<file path="src/hw/rtl/hsfc_pkg.sv">
// Shared types, constants and functions of the humidity sensor frame checker.
package hsfc_pkg;

  typedef logic [2:0]  pos_t;
  typedef logic [7:0]  crc_t;
  typedef logic [15:0] word_t;
  typedef logic [30:0] prod_t;

  // Byte positions within one six-byte reply
  localparam pos_t POS_TEMP_MSB = 3'd0;
  localparam pos_t POS_TEMP_LSB = 3'd1;
  localparam pos_t POS_TEMP_CRC = 3'd2;
  localparam pos_t POS_HUM_MSB  = 3'd3;
  localparam pos_t POS_HUM_LSB  = 3'd4;
  localparam pos_t POS_HUM_CRC  = 3'd5;

  localparam crc_t CRC_INIT = 8'hFF;
  localparam crc_t CRC_POLY = 8'h31;

  localparam prod_t TEMP_SPAN = 31'd17500;
  localparam prod_t HUM_SPAN  = 31'd12500;
  localparam word_t TEMP_OFS  = 16'd4500;
  localparam word_t HUM_OFS   = 16'd600;

  typedef struct packed {
    word_t temp_word;
    word_t hum_word;
    logic  temp_ok;
    logic  hum_ok;
  } frame_t;

  // CRC-8, MSB first, one byte folded in
  function automatic crc_t crc8_byte(crc_t acc, logic [7:0] b);
    crc_t c;
    c = acc ^ b;
    for (int k = 0; k < 8; k++) begin
      if (c[7]) begin
        c = {c[6:0], 1'b0} ^ CRC_POLY;
      end else begin
        c = {c[6:0], 1'b0};
      end
    end
    return c;
  endfunction

  // floor(x / 65535) for x below 2^31: (x + (x >> 16) + 1) >> 16
  function automatic word_t div65535(prod_t x);
    logic [31:0] s;
    s = {1'b0, x} + 32'(x[30:16]) + 32'd1;
    return s[31:16];
  endfunction

endpackage

</file>
<file path="src/hw/rtl/hsfc_if.sv">
// Valid/ready channel interfaces for reply bytes and decoded results.
interface hsfc_in_if;
  logic       valid;
  logic       ready;
  logic [7:0] rx_byte;
  logic       frame_start;

  modport source(output valid, output rx_byte, output frame_start, input ready);
  modport sink(input valid, input rx_byte, input frame_start, output ready);
endinterface


</file>
<file path="src/hw/rtl/hsfc_frame.sv">
// Input register, reply byte tracking and CRC-8 check of both words.
module hsfc_frame (
  input  logic            clk,
  input  logic            rst,
  hsfc_in_if.sink         rx,
  output logic            frm_valid,
  input  logic            frm_ready,
  output hsfc_pkg::frame_t frm
);
  import hsfc_pkg::*;

  logic       s0_valid;
  logic [7:0] s0_byte;
  logic       s0_start;

  pos_t  byte_pos;
  crc_t  crc_acc;
  word_t temp_word;
  word_t hum_word;
  logic  temp_good;

  pos_t  pos;
  crc_t  crc_seed;
  crc_t  crc_new;
  logic  last;
  logic  s0_move;

  always_comb begin
    pos = s0_start ? POS_TEMP_MSB : byte_pos;
    if (pos > POS_HUM_CRC) begin
      pos = POS_TEMP_MSB;
    end
    crc_seed = (pos == POS_TEMP_MSB || pos == POS_HUM_MSB) ? CRC_INIT : crc_acc;
    crc_new  = crc8_byte(crc_seed, s0_byte);
    last     = (pos == POS_HUM_CRC);
    s0_move  = s0_valid && (!last || frm_ready);
  end

  assign rx.ready  = !s0_valid || s0_move;
  assign frm_valid = s0_valid && last;

  always_comb begin
    frm.temp_word = temp_word;
    frm.hum_word  = hum_word;
    frm.temp_ok   = temp_good;
    frm.hum_ok    = (crc_acc == s0_byte);
  end

  always_ff @(posedge clk) begin
    if (rst) begin
      s0_valid <= 1'b0;
    end else if (rx.valid && rx.ready) begin
      s0_valid <= 1'b1;
    end else if (s0_move) begin
      s0_valid <= 1'b0;
    end
  end

  always_ff @(posedge clk) begin
    if (rx.valid && rx.ready) begin
      s0_byte  <= rx.rx_byte;
      s0_start <= rx.frame_start;
    end
  end

  always_ff @(posedge clk) begin
    if (rst) begin
      byte_pos  <= POS_TEMP_MSB;
      crc_acc   <= CRC_INIT;
      temp_word <= '0;
      hum_word  <= '0;
      temp_good <= 1'b0;
    end else if (s0_move) begin
      byte_pos <= last ? POS_TEMP_MSB : pos + 3'd1;
      case (pos)
        POS_TEMP_MSB: begin
          crc_acc   <= crc_new;
          temp_word <= {s0_byte, 8'h00};
        end
        POS_TEMP_LSB: begin
          crc_acc   <= crc_new;
          temp_word <= {temp_word[15:8], s0_byte};
        end
        POS_TEMP_CRC: begin
          temp_good <= (crc_acc == s0_byte);
          crc_acc   <= CRC_INIT;
        end
        POS_HUM_MSB: begin
          crc_acc  <= crc_new;
          hum_word <= {s0_byte, 8'h00};
        end
        POS_HUM_LSB: begin
          crc_acc  <= crc_new;
          hum_word <= {hum_word[15:8], s0_byte};
        end
        default: begin
          crc_acc <= CRC_INIT;
        end
      endcase
    end
  end

endmodule

</file>
<file path="src/flat_wrapper.sv">
// flat-port wrapper written by rule: the top's interface ports become plain ports
module hsfc_frame_flat import hsfc_pkg::*;
  (clk, rst, frm_valid, frm_ready, frm, rx_valid, rx_rx_byte, rx_frame_start, rx_ready);
  hsfc_in_if rx_i ();
  input  logic clk;
  input  logic rst;
  output logic frm_valid;
  input  logic frm_ready;
  output hsfc_pkg::frame_t frm;
  input wire logic [$bits(rx_i.valid)-1:0] rx_valid;
  input wire logic [$bits(rx_i.rx_byte)-1:0] rx_rx_byte;
  input wire logic [$bits(rx_i.frame_start)-1:0] rx_frame_start;
  output wire logic [$bits(rx_i.ready)-1:0] rx_ready;
  assign rx_i.valid = rx_valid;
  assign rx_i.rx_byte = rx_rx_byte;
  assign rx_i.frame_start = rx_frame_start;
  assign rx_ready = rx_i.ready;
  hsfc_frame u_core (.clk(clk), .rst(rst), .rx(rx_i), .frm_valid(frm_valid), .frm_ready(frm_ready), .frm(frm));
endmodule
</file>
<file path="config.mk">
export PLATFORM = sky130hd
export DESIGN_NAME = hsfc_frame_flat
export DESIGN_NICKNAME = d
export VERILOG_FILES = /design/src/hw/rtl/hsfc_pkg.sv /design/src/hw/rtl/hsfc_if.sv /design/src/hw/rtl/hsfc_frame.sv /design/src/flat_wrapper.sv
export SDC_FILE = /design/constraint.sdc
export NUM_CORES = 1
export LEC_CHECK = 0
export ABC_AREA = 1
export ABC_CLOCK_PERIOD_IN_PS = 5750
export BUFFER_PORTS_ARGS = -buffer_cell sky130_fd_sc_hd__clkbuf_2
export CAP_MARGIN = 0
export CORE_AREA = 2 2 79 81
export DETAILED_ROUTE_END_ITERATION = 10
export DIE_AREA = 0 0 81 83
export PLACE_DENSITY = 0.67
export SYNTH_ARGS = -nofsm -noshare
export SYNTH_HDL_FRONTEND = slang
export SYNTH_SLANG_ARGS = --single-unit
</file>
<file path="constraint.sdc">
create_clock -name clk -period 5.75 [get_ports clk]
set_input_delay 1.15 -clock clk [delete_from_list [all_inputs] [get_ports clk]]
set_output_delay 1.15 -clock clk [all_outputs]
set_load 0.01 [all_outputs]
</file>
==> flow_summary.json <==
{
  "cts-root-buf": "clkbuf_8",
  "core_mm2": 0.00582,
  "ys_ff_latch": 54,
  "setup_violations": 0,
  "critPathArrivalTime_ps": 1960,
  "via_per_inst": 5.13,
  "drv_slew": 0,
  "r2r_start": "u_core.byte_pos[1]",
  "synthesis.area_mm2": 0.00259,
  "cp-startpoint": "u_core.s0_byte[6]",
  "dp_hpwl_um": 4710,
  "cts_buffer_depth": 2,
  "r2r-end": "u_core.temp_word[6]",
  "worst_pin_slew_ps": 890,
  "power_leakage_nw": 1.34,
  "instances_no_fill": 474,
  "crit_end": "frm[0]",
  "grt_pass1_wl_um": 10400,
  "reg2reg_slack_ps": 3040,
  "ys_seq_area_share_pct": 45.2,
  "synth.top_cell.area_share_pct": 34.8,
  "port_buffers": 48,
  "die_x_um": 81,
  "gp_congestion": 0.854,
  "antenna-diode-count": 0,
  "crit_path_max_fanout": 5,
  "r2r_cells": 10,
  "ys_types": 30,
  "rows": 28,
  "fill_cells": 593,
  "relSlewSlack_pct": 40.5,
  "drt_iter0_markers": 114,
  "yosys_warnings": 0,
  "yosysTopAreaCell": "dfxtp_1",
  "end_kind": "output pin",
  "grt-ovfl-total": 0,
  "period_share_pct": 54.0,
  "cellPowerDensity_mw_per_mm2": 266,
  "ant_nets": 0,
  "yosys-top-cells-area": "dfxtp_1 (35%), nand2_1 (16%), edfxtp_1 (10%)",
  "dp.cells": 466,
  "fmax_ghz": 0.322,
  "numCtsBuffers": 5,
  "cts.sinks": 54,
  "cts_hold_buf": 0,
  "peakVddDrop_v": 0.000183,
  "wl_per_cell_um": 13.3,
  "cts_resized": 0,
  "clk_pin_slew_ps": 90,
  "rsz0062_at_grt": "no",
  "fin_nets": 412,
  "grt_max_degree": 29,
  "setup_tns_ps": 0,
  "antenna_found_initial": 0,
  "final_common_cell": "nand2_1",
  "ios": 49,
  "crit_type": "register to output pin",
  "syn_inst": 355,
  "globalRouteTotalUtil_pct": 19.5,
  "status": "completed",
  "drive_above_1_share_pct": 18.3,
  "crit_required_ps": 4600,
  "cts_tree": "yes",
  "die_area_mm2": 0.00672,
  "worst_setup_path_start_kind": "register",
  "start_util_pct": 44.5,
  "hold_class": "register to register",
  "synth.avg_cell_area_um2": 7.30,
  "h-tree-depth": 2,
  "hold_viol": 0,
  "maxCapViolations": 0,
  "drc": 0,
  "final_cell_mix": "nand2_1 (107), clkbuf_2 (48), dfxtp_1 (45)",
  "first_global_vias": 2213,
  "routed-via-count": 2433,
  "dr.pass1.iters": 5,
  "syn-num-nets": 369,
  "skew_ps": 7.64,
  "die_h_um": 83,
  "clk-insertion-delay-late_ps": 300,
  "cts_setup_buffers": 0,
  "min_period_ps": 3110,
  "area_growth_pct": 13.9,
  "wl_um": 6310
}
-- cell usage after synthesis (all sizes together) --
| cell type | instances |
|---|---|
| nand2 | 112 |
| nand3 | 47 |
| a21oi | 45 |
| dfxtp | 45 |
| inv | 28 |
| o21ai | 25 |
| edfxtp | 9 |
| nor2 | 9 |
| buf | 7 |
| clkbuf | 6 |
| nand4 | 4 |
| or2 | 4 |
| xnor2 | 4 |
| nor3 | 3 |
| nand3b | 2 |
| o211ai | 2 |
| a211oi | 1 |
| ha | 1 |
| nor4 | 1 |
-- kinds of logic (layout without fill, tap and decap cells) --
logic type,count (synthesis),after routing,synth area share (%)
AO/OA/AOI/OAI,73,73,14.8
XOR/XNOR,4,4,1.35
adder cells (fa/ha/maj),1,1,0.483
buffers and inverters,41,85,6.71
flip-flops,54,54,45.2
AND/OR/NAND/NOR,182,182,31.4
-- power by group --
part	leakage, nW	internal [W]	switching (W)	total, W
Sequential	0.455	0.000401	0.0000142	0.000415
Combinational	0.842	0.0000518	0.000109	0.000161
Clock	0.0417	0.0000864	0.000122	0.000208
-- worst min-delay path by stage --
stage	start	endpoint	slack (ps)	depth (start not counted)
finish	u_core.hum_word[0]	u_core.hum_word[0]	460	2
global route	u_core.hum_word[6]	u_core.hum_word[6]	500	2
CTS	u_core.hum_word[0]	u_core.hum_word[0]	470	2
detailed placement	u_core.hum_word[6]	u_core.hum_word[6]	460	2
global placement	u_core.hum_word[0]	u_core.hum_word[0]	450	2
floorplan	u_core.temp_good	u_core.temp_good	450	2
-- worst max-delay path, cell delays in order (launching register included) --
cell      delay [ps]
edfxtp_1         460
inv_1            180
or2_1            140
nand2_1           50
inv_1             80
nand4_1           80
nor4_1           430
clkbuf_2         230
-- layout make-up --
type	count	area [um^2]	area share (%)
timing repair buffer	49	248	8.40
multi-input combinational	260	1240	42.2
clock inverter	2	13.8	0.467
clock buffer	6	72.6	2.46
inverter	28	105	3.56
sequential	54	1170	39.7
tap	75	93.8	3.18
-- per-layer routing --
metal	wire length (um)	GRT usage (%)	vias to the layer above
li1	-	-	1266
met1	2940	27.4	1085
met2	2970	30.2	75
met3	333	3.37	7
met4	63	6.01	0
met5	0	0	-
-- metrics by stage --
stage | cell area, um^2 | setup WS [ps] | hold slack, ps | power, W | utilization [%]
after floorplan | 2590 | 3270 | 454 | 0.000542 | -
after global placement | 2860 | 2490 | 452 | 0.000580 | 49.2
after detailed placement | 2860 | 2390 | 456 | 0.000582 | 49.2
after CTS | 2950 | 2650 | 471 | 0.000790 | 50.7
after global routing | 2950 | 2450 | 497 | 0.000829 | 50.7
final | 2950 | 2640 | 464 | 0.000785 | 50.7
-- flip-flops by register name, indices dropped and copies added (netlist names) --
register,count
u_core.byte_pos,3
u_core.crc_acc,8
u_core.hum_word,16
u_core.s0_byte,8
u_core.s0_start,1
u_core.s0_valid,1
u_core.temp_good,1
u_core.temp_word,16
No activity file was read; power rests on OpenSTA's default activity.
